[src/rtl/nrfs_pkg.sv]
// Shared types, codes and constants for the NMEA RMC field splitter.
package nrfs_pkg;

    localparam int POS_W   = 7;
    localparam int FIELD_W = 4;
    localparam int CNT_W   = 7;
    localparam int BYTE_W  = 8;
    localparam int TAG_W   = 40;

    localparam logic [TAG_W-1:0]   TAG_RESET       = 40'h47_50_52_4D_43; // "GPRMC"
    localparam logic [BYTE_W-1:0]  ASCII_COMMA     = 8'h2C;
    localparam logic [BYTE_W-1:0]  ASCII_STAR      = 8'h2A;
    localparam logic [POS_W-1:0]   TAG_FIRST_POS   = 7'd1;
    localparam logic [POS_W-1:0]   TAG_LAST_POS    = 7'd5;
    localparam logic [POS_W-1:0]   FIRST_FIELD_POS = 7'd7;
    localparam logic [FIELD_W-1:0] LAST_FIELD_NO   = 4'd10;

    typedef enum logic [1:0] {
        KIND_NONE   = 2'd0,
        KIND_CHAR   = 2'd1,
        KIND_END    = 2'd2,
        KIND_REJECT = 2'd3
    } kind_t;

    typedef enum logic [1:0] {
        PH_IDLE   = 2'd0,
        PH_HEADER = 2'd1,
        PH_FIELDS = 2'd2
    } phase_t;

    typedef struct packed {
        kind_t              kind;
        logic [FIELD_W-1:0] field_index;
        logic [CNT_W-1:0]   char_pos;
        logic [BYTE_W-1:0]  char_value;
        logic [CNT_W-1:0]   field_length;
        logic               last_field;
    } result_t;

    // Expected tag letter for header positions one to five; first letter in the top byte.
    function automatic logic [BYTE_W-1:0] tag_letter(input logic [TAG_W-1:0] tag,
                                                     input logic [POS_W-1:0] pos);
        logic [BYTE_W-1:0] letter;
        begin
            unique case (pos)
                7'd1:    letter = tag[39:32];
                7'd2:    letter = tag[31:24];
                7'd3:    letter = tag[23:16];
                7'd4:    letter = tag[15:8];
                7'd5:    letter = tag[7:0];
                default: letter = '0;
            endcase
            return letter;
        end
    endfunction

endpackage

[src/rtl/nrfs_parse.sv]
// Parser state machine: header check, field split, one result per consumed byte.
module nrfs_parse
    import nrfs_pkg::*;
#(
    parameter int MAX_SENTENCE = 80
)(
    input  logic                    clk,
    input  logic                    rst_n,
    input  logic                    consume,
    input  logic [BYTE_W-1:0]       rx_byte,
    input  logic                    sentence_start,
    input  logic [TAG_W-1:0]        sentence_tag,
    output result_t                 result
);

    localparam logic [POS_W-1:0] LIMIT_POS = POS_W'(MAX_SENTENCE - 1);

    phase_t             phase_reg, phase_next;
    logic [POS_W-1:0]   pos_reg, pos_next;
    logic               match_reg, match_next;
    logic [FIELD_W-1:0] field_reg, field_next;
    logic [CNT_W-1:0]   cnt_reg, cnt_next;

    logic [POS_W-1:0]   pos_inc;
    logic               match_eff;
    logic               finishing;

    always_ff @(posedge clk or negedge rst_n)
    begin
        if (!rst_n)
        begin
            phase_reg <= PH_IDLE;
            pos_reg   <= '0;
            match_reg <= 1'b1;
            field_reg <= '0;
            cnt_reg   <= '0;
        end
        else if (consume)
        begin
            phase_reg <= phase_next;
            pos_reg   <= pos_next;
            match_reg <= match_next;
            field_reg <= field_next;
            cnt_reg   <= cnt_next;
        end
    end

    always_comb
    begin
        phase_next = phase_reg;
        pos_next   = pos_reg;
        match_next = match_reg;
        field_next = field_reg;
        cnt_next   = cnt_reg;
        result     = '0;
        pos_inc    = pos_reg + 1'b1;
        match_eff  = match_reg && (tag_letter(sentence_tag, pos_inc) == rx_byte);
        finishing  = (field_reg >= LAST_FIELD_NO) && (rx_byte == ASCII_STAR);

        if (sentence_start)
        begin
            phase_next = PH_HEADER;
            pos_next   = '0;
            match_next = 1'b1;
            field_next = '0;
            cnt_next   = '0;
        end
        else
        begin
            unique case (phase_reg)
                PH_HEADER:
                begin
                    pos_next = pos_inc;
                    if (pos_inc >= TAG_FIRST_POS && pos_inc <= TAG_LAST_POS)
                    begin
                        match_next = match_eff;
                        if (pos_inc == TAG_LAST_POS && !match_eff)
                        begin
                            result.kind = KIND_REJECT;
                            phase_next  = PH_IDLE;
                        end
                    end
                    else if (pos_inc >= FIRST_FIELD_POS - 1'b1)
                    begin
                        phase_next = PH_FIELDS;
                    end
                end
                PH_FIELDS:
                begin
                    pos_next = pos_inc;
                    priority if (!finishing && pos_inc >= LIMIT_POS)
                    begin
                        result.kind = KIND_REJECT;
                        phase_next  = PH_IDLE;
                    end
                    else if (finishing)
                    begin
                        result.kind         = KIND_END;
                        result.field_index  = field_reg;
                        result.field_length = cnt_reg;
                        result.last_field   = 1'b1;
                        phase_next          = PH_IDLE;
                    end
                    else if (field_reg < LAST_FIELD_NO && rx_byte == ASCII_COMMA)
                    begin
                        result.kind         = KIND_END;
                        result.field_index  = field_reg;
                        result.field_length = cnt_reg;
                        field_next          = field_reg + 1'b1;
                        cnt_next            = '0;
                    end
                    else
                    begin
                        result.kind        = KIND_CHAR;
                        result.field_index = field_reg;
                        result.char_pos    = cnt_reg;
                        result.char_value  = rx_byte;
                        cnt_next           = cnt_reg + 1'b1;
                    end
                end
                default:
                begin
                end
            endcase
        end
    end

    a_field_range: assert property (@(posedge clk) disable iff (!rst_n)
        field_reg <= LAST_FIELD_NO)
        else $error("field number past last field");

    a_header_pos: assert property (@(posedge clk) disable iff (!rst_n)
        (phase_reg == PH_HEADER) |-> (pos_reg < FIRST_FIELD_POS))
        else $error("header phase beyond tag comma");

endmodule

[src/rtl/nrfs_out_fifo.sv]
// Two-entry result buffer between the parser and the output stream.
module nrfs_out_fifo
    import nrfs_pkg::*;
(
    input  logic    clk,
    input  logic    rst_n,
    input  logic    in_valid,
    output logic    in_ready,
    input  result_t in_word,
    output logic    out_valid,
    input  logic    out_ready,
    output result_t out_word
);

    result_t    mem_reg [2];
    logic       wr_ptr_reg;
    logic       rd_ptr_reg;
    logic [1:0] count_reg;
    logic       push;
    logic       pop;

    assign in_ready  = (count_reg != 2'd2);
    assign out_valid = (count_reg != 2'd0);
    assign out_word  = mem_reg[rd_ptr_reg];
    assign push      = in_valid && in_ready;
    assign pop       = out_valid && out_ready;

    always_ff @(posedge clk)
    begin
        if (push)
        begin
            mem_reg[wr_ptr_reg] <= in_word;
        end
    end

    always_ff @(posedge clk or negedge rst_n)
    begin
        if (!rst_n)
        begin
            wr_ptr_reg <= 1'b0;
            rd_ptr_reg <= 1'b0;
            count_reg  <= '0;
        end
        else
        begin
            if (push)
            begin
                wr_ptr_reg <= ~wr_ptr_reg;
            end
            if (pop)
            begin
                rd_ptr_reg <= ~rd_ptr_reg;
            end
            count_reg <= count_reg + {1'b0, push} - {1'b0, pop};
        end
    end

    a_count_bound: assert property (@(posedge clk) disable iff (!rst_n)
        count_reg <= 2'd2)
        else $error("result buffer overflow");

endmodule

[src/rtl/nmea_rmc_field_splitter.sv]
// Top level of the NMEA RMC field splitter: stream ports, tag register, input stage.
//
// Takes one byte of an NMEA sentence per word and answers each byte with exactly one
// result word. A byte with s_tuser set opens a sentence (position zero) and may arrive
// at any time, also mid-sentence. Positions one to five are checked against the tag
// register; a mismatch gives a reject word at position five. Position six is skipped,
// then bytes are split into eleven fields: fields zero to nine end at a comma, field
// ten ends at an asterisk (m_tlast set on that field-end word). Every field character
// gives a character word, every field end a field-end word with the character count.
// A sentence that reaches byte MAX_SENTENCE-1 without its final asterisk is rejected.
// Throughput is one byte per clock while the result buffer has room. A byte sits in the
// input register after its accepting edge, and its result is written into the result
// buffer once that buffer has room, from where the master side can take it. The
// two-entry result buffer absorbs a master-side stall; once it is full, s_tready drops
// until a word leaves, so in steady streaming the slave side is held back after such
// a stall as well.
// Write the tag only while the block is idle.
module nmea_rmc_field_splitter
    import nrfs_pkg::*;
#(
    parameter int MAX_SENTENCE = 80    // buffer limit, 16..127
)(
    input  logic        clk,
    input  logic        rst_n,
    // tag register write
    input  logic        cfg_wr_en,
    input  logic [39:0] cfg_wr_data,   // sentence_tag, first letter in [39:32]
    // byte stream in
    input  logic        s_tvalid,
    output logic        s_tready,
    input  logic [7:0]  s_tdata,       // [7:0] rx_byte
    input  logic        s_tuser,       // [0] sentence_start
    // result stream out
    output logic        m_tvalid,
    input  logic        m_tready,
    output logic [31:0] m_tdata,       // [3:0] field_index, [10:4] char_pos,
                                       // [18:11] char_value, [25:19] field_length, rest 0
    output logic [1:0]  m_tuser,       // [1:0] kind
    output logic        m_tlast        // last_field
);

    logic [TAG_W-1:0]  tag_reg;

    // input stage
    logic              in_vld_reg;
    logic [BYTE_W-1:0] in_byte_reg;
    logic              in_start_reg;

    logic              res_ready;
    logic              advance;
    result_t           res_word;
    result_t           out_word;

    always_ff @(posedge clk or negedge rst_n)
    begin
        if (!rst_n)
        begin
            tag_reg <= TAG_RESET;
        end
        else if (cfg_wr_en)
        begin
            tag_reg <= cfg_wr_data;
        end
    end

    // The input word moves on whenever the buffer has room for its result.
    assign advance  = in_vld_reg && res_ready;
    assign s_tready = !in_vld_reg || res_ready;

    always_ff @(posedge clk or negedge rst_n)
    begin
        if (!rst_n)
        begin
            in_vld_reg <= 1'b0;
        end
        else if (s_tready)
        begin
            in_vld_reg <= s_tvalid;
        end
    end

    always_ff @(posedge clk)
    begin
        if (s_tvalid && s_tready)
        begin
            in_byte_reg  <= s_tdata;
            in_start_reg <= s_tuser;
        end
    end

    nrfs_parse #(
        .MAX_SENTENCE (MAX_SENTENCE)
    ) u_parse (
        .clk            (clk),
        .rst_n          (rst_n),
        .consume        (advance),
        .rx_byte        (in_byte_reg),
        .sentence_start (in_start_reg),
        .sentence_tag   (tag_reg),
        .result         (res_word)
    );

    nrfs_out_fifo u_out_fifo (
        .clk       (clk),
        .rst_n     (rst_n),
        .in_valid  (in_vld_reg),
        .in_ready  (res_ready),
        .in_word   (res_word),
        .out_valid (m_tvalid),
        .out_ready (m_tready),
        .out_word  (out_word)
    );

    assign m_tdata = {6'b0, out_word.field_length, out_word.char_value,
                      out_word.char_pos, out_word.field_index};
    assign m_tuser = out_word.kind;
    assign m_tlast = out_word.last_field;

    // an empty input stage always takes a word
    a_empty_ready: assert property (@(posedge clk) disable iff (!rst_n)
        !in_vld_reg |-> s_tready)
        else $error("input stage empty but not ready");

endmodule

[config.mk]
export PLATFORM = sky130hd
export DESIGN_NAME = nmea_rmc_field_splitter
export DESIGN_NICKNAME = d
export VERILOG_FILES = /design/src/rtl/nrfs_pkg.sv /design/src/rtl/nrfs_parse.sv /design/src/rtl/nrfs_out_fifo.sv /design/src/rtl/nmea_rmc_field_splitter.sv
export SDC_FILE = /design/constraint.sdc
export NUM_CORES = 1
export LEC_CHECK = 0
export ABC_AREA = 0
export BUFFER_PORTS_ARGS = -buffer_cell sky130_fd_sc_hd__buf_4
export CAP_MARGIN = 20
export CORE_MARGIN = 3
export CORE_UTILIZATION = 42
export CTS_CLUSTER_SIZE = 40
export DETAILED_ROUTE_END_ITERATION = 7
export GPL_TIMING_DRIVEN = 0
export SYNTH_ARGS = -nofsm -noshare
export SYNTH_HDL_FRONTEND = slang
export SYNTH_HIERARCHICAL = 1
export SYNTH_SLANG_ARGS = --single-unit
[constraint.sdc]
create_clock -name clk -period 4.4 [get_ports clk]
set_input_delay 0.44 -clock clk [delete_from_list [all_inputs] [get_ports clk]]
set_output_delay 0.44 -clock clk [all_outputs]
set_load 0.02 [all_outputs]
==> metrics, run 1 <==
layout cells sized above 1=0.366; async set-reset flop share out of synthesis=0.496; vias per inst=5.52; critical path capture point type=register; I/O Buffers=83; standard-cell rows=45; top_reg_cell synth=edfxtp_1; WS Path Type=reg -> reg; max cap viols=0; CTS Buf Count=17; Hold Worst Slack=155 ps; Antenna Violating Nets Remaining=0; Tmin final=3940 ps; PwrDens=650 nW/um^2; Yosys cell types=78; hold buffer count at CTS=0; drt first-iter violations=399; area share of the largest cell type after synthesis=0.295; Clock Path Buffers=2; DR WL met3=736 um; total global-route track usage=0.181; postcts setup bufs=0; DIE AREA=17,800 sq um; Mapped Area=6830 sq um; Worst Path Arrival=4100 ps; YS warnings=6; DRC=0; PnR worst setup slack=461 ps; CORE AREA=15,500 sq um; Root Buffer=clkbuf_16; Die Ht=134 um; WL per Instance=17.8 um; Worst Path Max Fanout=10; routability cong.=0.877; Synth-to-Final Area Change=23.1%; DR pass1 iterations=5; max reg flops=58; Synth Register Bits=133; dominant cell type by area after synthesis=edfxtp_1; setup TNS=0 ps; Top Ports=91; Slew HR=0.421; initial antenna violation count=0; die width=134 um; Worst-Skew Late Latency=410 ps; RSZ-0062 raised after global routing=false; clock skew after layout=5.82 ps; HPWL after DPL=11,200 um; Final Net Count=728; Remaining Overflow, GRT=0; ANT cells=0; clk sinks=133; fin. max-slew vios=0; met1 wire length=6900 um; largest net degree at the start of global routing=67; Worst-path clk slew=60 ps; highest metal used=met4; Peak VDD IR=0.000292 V; Post-synth EDFFs=67; Place WS=487 ps; Final Hold Fails=0; Hold WC Path Type=in -> async; Avg Cell Area, Syn=12.3 sq um; Post-CTS Resized=0; first-pass GRT wire length=25,500 um; H-tree Lvls=4; status=complete, no violations; Initial Util=0.439; CTS tree=done; Syn Inst Count=554; type of origin of the critical path=register; CP Data Required Time=4560 ps; synth top area cells=edfxtp_1, dfrtp_1, mux2_2; sequential area share after synthesis=0.540; met2 WL=7960 um; Tightest Pin Transition=869 ps; detailed-route via count=4,889; final setup fails=0; Max Freq=0.254 GHz; drt total wl=15,800 um; period utilisation layout=0.895; Leakage=3.31 nW; vias in the first global route=4,950
## layer usage
layer / global-route usage / vias up
li1: - / 2312
met3: 0.0468 / 13
met1: 0.230 / 2435
met4: 0.0497 / 0
met5: 0 / -
met2: 0.308 / 129
## metrics by stage
stage	power (mW)	util	instance area, sq um	std cells
final	5.47	0.541	8410	886
after global routing	5.79	0.541	8410	886
after CTS	5.50	0.541	8410	886
after detailed placement	3.96	0.500	7770	854
after global placement	3.88	0.498	7730	853
after floorplan	3.25	-	6850	559
## kinds of logic after synthesis
| family | Yosys count | synth area share |
|---|---|---|
| AOI/OAI and AO/OA | 117 | 0.128 |
| xor gates and xnor gates | 12 | 0.0154 |
| adders and majority gates | 12 | 0.0220 |
| buffers and inverters | 55 | 0.0469 |
| DFF | 133 | 0.540 |
| muxes | 75 | 0.123 |
| other | 1 | 0.000549 |
| and+or+nand+nor | 149 | 0.125 |
## where the power goes
part | switching (mW) | internal (mW) | total, mW
Sequential | 0.153 | 1.65 | 1.80
Clock | 0.517 | 1.00 | 1.52
Combinational | 1.25 | 0.897 | 2.15
## cell usage after synthesis (8+ instances only)
master and number:
ha_1 12, nor2_1 30, and3_1 8, a22oi_1 8
xnor2_1 10, edfxtp_1 67, nand3_1 15, a21oi_1 19
and2_1 25, clkbuf_1 12, inv_1 19, nand2_1 15
mux2_2 71, dfrtp_1 49, nand4_1 12, dfstp_2 17
nor3_1 10, o21ai_0 21
## worst max-delay path, cell delays in order (launching register included)
cell and delay [ps]:
dfrtp_1 560, buf_2 300, inv_1 110, ha_1 230, clkbuf_1 260, a222oi_1 590, nor2_1 110, o32ai_1 450
nand4b_1 150, a21o_1 190, o311ai_0 130, nand4_2 290, a32o_1 310
## cell type report
type	count	area, sq um
Inverter	20	75.1
Sequential cell	133	3680
Tap cell	211	264
Fill cell	1362	7130
Timing Repair Buffer	84	651
Clock inverter	13	205
Buffer	35	245
Clock buffer	19	433
Multi-Input combinational cell	371	2850
## layout by cell type (no fill, tap or decap), types with 4 or more instances in the layout
| master | count |
|---|---|
| a221o_1 | 5 |
| clkbuf_1 | 14 |
| nor3_1 | 10 |
| o21ai_0 | 21 |
| and2_1 | 25 |
| nand3_1 | 15 |
| buf_6 | 7 |
| mux2i_1 | 4 |
| buf_2 | 7 |
| clkbuf_16 | 17 |
| a211oi_1 | 7 |
| ha_1 | 12 |
| a32oi_1 | 4 |
| o31ai_1 | 6 |
| nand2_1 | 15 |
| a21oi_1 | 19 |
| and3_1 | 8 |
| inv_1 | 19 |
| xnor2_1 | 10 |
| mux2_2 | 71 |
| clkinv_2 | 4 |
| nand4_1 | 12 |
| bufinv_16 | 5 |
| conb_1 | 6 |
| dfstp_2 | 17 |
| nor2_1 | 29 |
| buf_4 | 89 |
| edfxtp_1 | 67 |
| dfrtp_1 | 49 |
| a22oi_1 | 8 |
| o22ai_1 | 6 |
| nand2b_1 | 7 |
## path summary, 6_finish.rpt
check / start / endpoint / slack, ps / cells past startpoint
max: u_parse/pos_reg[0] / u_out_fifo/mem_reg[0][28] / 460 / 12
max reg2reg: u_parse/pos_reg[0] / u_out_fifo/mem_reg[0][28] / 460 / 12
max in group asynchronous: rst_n / u_parse/phase_reg[1] / 3690 / 1
min reg2reg: u_parse/cnt_reg[6] / u_parse/cnt_reg[6] / 500 / 1
min: rst_n / tag_reg[23] / 160 / 1
min in group clk: s_tdata[4] / in_byte_reg[4] / 200 / 1
No activity file was read; power rests on OpenSTA's default activity.
==> inputs of run 2 (changes only) <==
--- a/config.mk
+++ b/config.mk
@@ -9,10 +9,11 @@
 export BUFFER_PORTS_ARGS = -buffer_cell sky130_fd_sc_hd__buf_4
 export CAP_MARGIN = 20
 export CORE_MARGIN = 3
-export CORE_UTILIZATION = 42
+export CORE_UTILIZATION = 48
 export CTS_CLUSTER_SIZE = 40
 export DETAILED_ROUTE_END_ITERATION = 7
 export GPL_TIMING_DRIVEN = 0
+export PLACE_DENSITY = 0.68
 export SYNTH_ARGS = -nofsm -noshare
 export SYNTH_HDL_FRONTEND = slang
 export SYNTH_HIERARCHICAL = 1
==> run 2 against run 1 <==
Final area fell by 0.70%. Global-route usage rose by 1.7 points. Clock skew fell by 0.62 ps. Non-clock buffer count did not move. Sequential cell count did not move. Core utilization rose by 7.5 points. Cell count fell by 4.0%. Clock power barely moved.
==> metrics, run 2 (synthesis results as in run 1) <==
initial antenna violation count=0 (unchanged); die width=125 um (-6.2%); Die Ht=125 um (-6.2%); H-tree Lvls=4 (unchanged); Hold WC Path Type=in -> async; RSZ-0062 raised after global routing=false; total global-route track usage=0.198 (+0.0168); drt total wl=15,300 um (-3.0%); DR pass1 iterations=5 (unchanged); max reg flops=58 (unchanged); Max Freq=0.256 GHz (+0.95%); vias per inst=5.78 (+4.7%); drt first-iter violations=379 (-5.0%); hold buffer count at CTS=0 (unchanged); layout cells sized above 1=0.366 (unchanged); WL per Instance=18.0 um (+0.95%); Worst-path clk slew=60 ps (about the same); ANT cells=0 (unchanged); DRC=0 (unchanged); Worst-Skew Late Latency=420 ps (about the same); Worst Path Arrival=4070 ps (-30 ps); Post-CTS Resized=0 (unchanged); postcts setup bufs=0 (unchanged); R2R setup slack=500 ps (+40 ps); Slew HR=0.417 (-0.00349); fin cells=851 (-4.0%); Tmin final=3900 ps (-37.2 ps); Leakage=3.30 nW (-0.42%); leading cell type in the layout, fill and taps excluded=buf_4; Power, Total=5.44 mW (-0.56%); met3 track demand over resource=0.0448 (-0.00205); PwrDens=651 nW/um^2 (+0.14%); Initial Util=0.504 (+0.0642); Util after Layout=0.616 (+0.0747); placed insts=819 (-4.1%); Antenna Violating Nets Remaining=0 (unchanged); Remaining Overflow, GRT=0 (unchanged); I/O Buffers=83 (unchanged); Clock Path Buffers=2 (unchanged); Place WS=547 ps (+60.4 ps); CTS Buf Count=17 (unchanged); critical path capture point type=register; final setup fails=0 (unchanged); Final Instance Area=8350 sq um (-0.70%); type of origin of the critical path=register; Post-Place Cell Area=7720 sq um (-0.56%); WS Path Type=reg -> reg; status=complete, no violations; DIE AREA=15,700 sq um (-12%); CTS tree=done; most frequent cells in the layout=buf_4, mux2_2, edfxtp_1, dfrtp_1, nor2_1; setup TNS=0 ps (unchanged); FILL cells=1,083 (-20%); Tightest Pin Transition=872 ps (+3.17 ps); first-pass GRT wire length=24,900 um (-2.6%); grt peak-use layer=met2; Hold Worst Slack=128 ps (-26.8 ps); CORE AREA=13,600 sq um (-13%); RR Startpoint=u_parse/pos_reg[0]; routability cong.=0.923 (+5.3%); Worst Path Max Fanout=10 (unchanged); Synth-to-Final Area Change=22.3%; max cap viols=0 (unchanged); CP Data Required Time=4570 ps (about the same); HPWL after DPL=10,900 um (-2.8%); standard-cell rows=42 (-6.7%); vias in the first global route=4,917 (-0.67%); Final Net Count=728 (unchanged); Top Ports=91 (unchanged); clock skew after layout=5.20 ps (-0.621 ps); met1 usage=0.243 (+0.0126); grt met2 use=0.339 (+0.0301); Final Hold Fails=0 (unchanged); largest net degree at the start of global routing=67 (unchanged); PnR worst setup slack=498 ps (+37.2 ps); detailed-route via count=4,918 (+0.59%); clk sinks=133 (unchanged); R2R Path End=u_out_fifo/mem_reg[0][28]; period utilisation layout=0.887 (-0.00846); Peak VDD IR=0.000252 V (-14%); fin. max-slew vios=0 (unchanged); worst r2r path cells=12 (unchanged); Root Buffer=clkbuf_16
## run 2: worst max path at each step
stage	startpoint	to	slack [ps]	cells past startpoint
3_3_place_gp	u_parse/pos_reg[0]	u_out_fifo/mem_reg[0][28]	590	12
3_5_place_dp	u_parse/pos_reg[0]	u_out_fifo/mem_reg[0][28]	550	12
4_1_cts	u_parse/pos_reg[0]	u_out_fifo/mem_reg[1][28]	540	12
5_1_grt	u_parse/pos_reg[0]	u_out_fifo/mem_reg[1][13]	270	12
2_1_floorplan	u_parse/pos_reg[0]	u_out_fifo/mem_reg[0][28]	1330	12
6_report	u_parse/pos_reg[0]	u_out_fifo/mem_reg[0][28]	500	12
## run 2: layout make-up
type,instances,area (sq um),share of cell area
inverter,20,75.1,0.00899
clock buffer,19,443,0.0531
sequential,133,3680,0.441
tap,176,220,0.0264
timing repair buffer,84,651,0.0779
clock inverter,13,180,0.0216
multi-input combinational,371,2850,0.341
buffer,35,245,0.0294
## run 2: power by group
part           internal, mW  switching (mW)
clock network         0.961           0.535
logic                 0.898            1.24
registers              1.65           0.152
## run 2: layer usage
layer  vias up  share of wire
li1       2315              -
met4         0          0.024
met2       179           0.51
met3        28          0.049
met1      2396           0.42
met5         -              0
## run 2: critical path, stage by stage, from the launching register on
cell	delay [ps]
dfrtp_1	550
buf_2	300
inv_1	110
ha_1	240
clkbuf_1	240
a222oi_1	680
nor2_1	130
o32ai_1	340
nand4b_1	140
a21o_1	180
o311ai_0	150
nand4_2	270
a32o_1	320
==> inputs of run 3 (changes only) <==
--- a/config.mk
+++ b/config.mk
@@ -8,12 +8,14 @@
 export ABC_AREA = 0
 export BUFFER_PORTS_ARGS = -buffer_cell sky130_fd_sc_hd__buf_4
 export CAP_MARGIN = 20
+export CELL_PAD_IN_SITES_DETAIL_PLACEMENT = 0
+export CELL_PAD_IN_SITES_GLOBAL_PLACEMENT = 1
 export CORE_MARGIN = 3
-export CORE_UTILIZATION = 48
+export CORE_UTILIZATION = 47
 export CTS_CLUSTER_SIZE = 40
 export DETAILED_ROUTE_END_ITERATION = 7
 export GPL_TIMING_DRIVEN = 0
-export PLACE_DENSITY = 0.68
+export PLACE_DENSITY_LB_ADDON = 0.1
 export SYNTH_ARGS = -nofsm -noshare
 export SYNTH_HDL_FRONTEND = slang
 export SYNTH_HIERARCHICAL = 1
==> run 3 against run 2 <==
Die area is 2.0% higher. Critical path type unchanged. Power is 0.39% lower. Wire length is 1.0% higher. Critical endpoint is now u_out_fifo/mem_reg[0][27]. Largest power group unchanged. Setup slack worse by 1.7 ps. Critical path depth stayed put.
==> metrics, run 3 (synthesis results as in run 1) <==
Power, Total=5.41 mW (-0.39%); Tightest Pin Transition=854 ps (-18.2 ps); DRC=0 (unchanged); detailed-route via count=4,805 (-2.3%); Util after Layout=0.595 (-0.0211); Hold Worst Slack=125 ps (-3.03 ps); CP Data Required Time=4550 ps (-20 ps); first-pass GRT wire length=25,100 um (+0.89%); vias per inst=5.62 (-2.8%); Worst Path Arrival=4060 ps (about the same); setup TNS=0 ps (unchanged); CTS tree=done; max cap viols=0 (unchanged); CTS Buf Count=17 (unchanged); Worst-Skew Late Latency=420 ps (about the same); postcts setup bufs=0 (unchanged); fin cells=855 (+0.47%); placed insts=823 (+0.49%); WS Path Type=reg -> reg; drt total wl=15,400 um (+1.0%); critical path capture point type=register; PwrDens=648 nW/um^2 (-0.42%); Worst-path clk slew=60 ps (about the same); standard-cell rows=43 (+2.4%); critical path's slowest cell=a222oi_1; Synth-to-Final Area Change=22.3% (about the same); Final Net Count=728 (unchanged); WL per Instance=18.1 um (+0.56%); fin. max-slew vios=0 (unchanged); initial antenna violation count=0 (unchanged); Peak VDD IR=0.000272 V (+8.2%); total global-route track usage=0.198 (+0.000349); CORE AREA=14,000 sq um (+3.6%); R2R setup slack=500 ps (about the same); met1 wire length=6700 um (+4.1%); ANT cells=0 (unchanged); Final Instance Area=8350 sq um (about the same); DR WL met3=619 um (-17%); Tmin final=3900 ps (+1.70 ps); hold buffer count at CTS=0 (unchanged); Worst Path Max Fanout=10 (unchanged); Post-CTS Resized=0 (unchanged); Leakage=3.30 nW (about the same); critical-path cell list=buf_2 -> inv_1 -> ha_1 -> clkbuf_1 -> a222oi_1 -> nor2_1 -> a211oi_4 -> or4_1 -> nand3_1 -> nor4_2 -> nand4_2 -> a32o_1; I/O Buffers=83 (unchanged); Remaining Overflow, GRT=0 (unchanged); Final Hold Fails=0 (unchanged); RSZ-0062 raised after global routing=false; largest net degree at the start of global routing=67 (unchanged); met2 WL=8030 um (+3.8%); DR pass1 iterations=5 (unchanged); FILL cells=1,130 (+4.3%); Hold WC Path Type=in -> async; Post-Place Cell Area=7730 sq um (about the same); PnR worst setup slack=497 ps (-1.70 ps); max reg flops=58 (unchanged); most frequent cells in the layout=buf_4, mux2_2, edfxtp_1, dfrtp_1, nor2_1; Initial Util=0.486 (-0.0174); type of origin of the critical path=register; Antenna Violating Nets Remaining=0 (unchanged); clock skew after layout=10.7 ps (+5.53 ps); die width=127 um (+1.0%); Root Buffer=clkbuf_16; status=complete, no violations; drt first-iter violations=285 (-25%); highest metal used=met4; vias in the first global route=4,846 (-1.4%); slowest cell delay on critical path=720 ps (+40 ps); Place WS=533 ps (-14.1 ps); Die Ht=127 um (+1.0%); routability cong.=0.873 (-5.4%); HPWL after DPL=10,800 um (-1.2%); Max Freq=0.256 GHz (about the same); period utilisation layout=0.887 (about the same); H-tree Lvls=4 (unchanged); Top Ports=91 (unchanged); DIE AREA=16,000 sq um (+2.0%); Clock Path Buffers=2 (unchanged); Slew HR=0.431 (+0.0135); leading cell type in the layout, fill and taps excluded=buf_4; area of the multi-input gates=2850 sq um (unchanged); final setup fails=0 (unchanged); clk sinks=133 (unchanged); FF+latch area=3680 sq um (unchanged); layout cells sized above 1=0.369 (+0.00296)
-- run 3: report_power, final --
group / switching (mW) / internal, mW
clock network: 0.569 / 0.908
logic: 1.24 / 0.896
registers: 0.154 / 1.65
-- run 3: path summary, 6_finish.rpt --
kind,startpoint,to,cells past startpoint
worst max-delay path,u_parse/pos_reg[0],u_out_fifo/mem_reg[0][27],12
worst min-delay path,rst_n,tag_reg[13],1
worst max register to register,u_parse/pos_reg[0],u_out_fifo/mem_reg[0][27],12
worst min register to register,tag_reg[21],tag_reg[21],1
max in group asynchronous,rst_n,u_parse/field_reg[3],1
min in group clk,s_tdata[6],in_byte_reg[6],1
-- run 3: cell type report --
| class | count | share of cell area |
|---|---|---|
| Sequential cell | 133 | 0.441 |
| Multi-Input combinational cell | 371 | 0.341 |
| Timing Repair Buffer | 84 | 0.0779 |
| Clock buffer | 17 | 0.0509 |
| Buffer | 35 | 0.0294 |
| Tap cell | 180 | 0.0270 |
| Clock inverter | 15 | 0.0234 |
| Inverter | 20 | 0.00899 |
-- run 3: routing by layer --
metal / vias up / global-route usage
met3: 6 / 0.0497
met4: 0 / 0.0517
met1: 2361 / 0.247
met2: 112 / 0.346
li1: 2326 / -
met5: - / 0
-- run 3: worst max-delay path: cells and delay by family, from the launching register on --
family / cells / cell delay [ps]
simple gates: 5 / 900
flops: 1 / 540
fa+ha+maj: 1 / 240
buf+inv: 3 / 650
compound gates: 3 / 1320
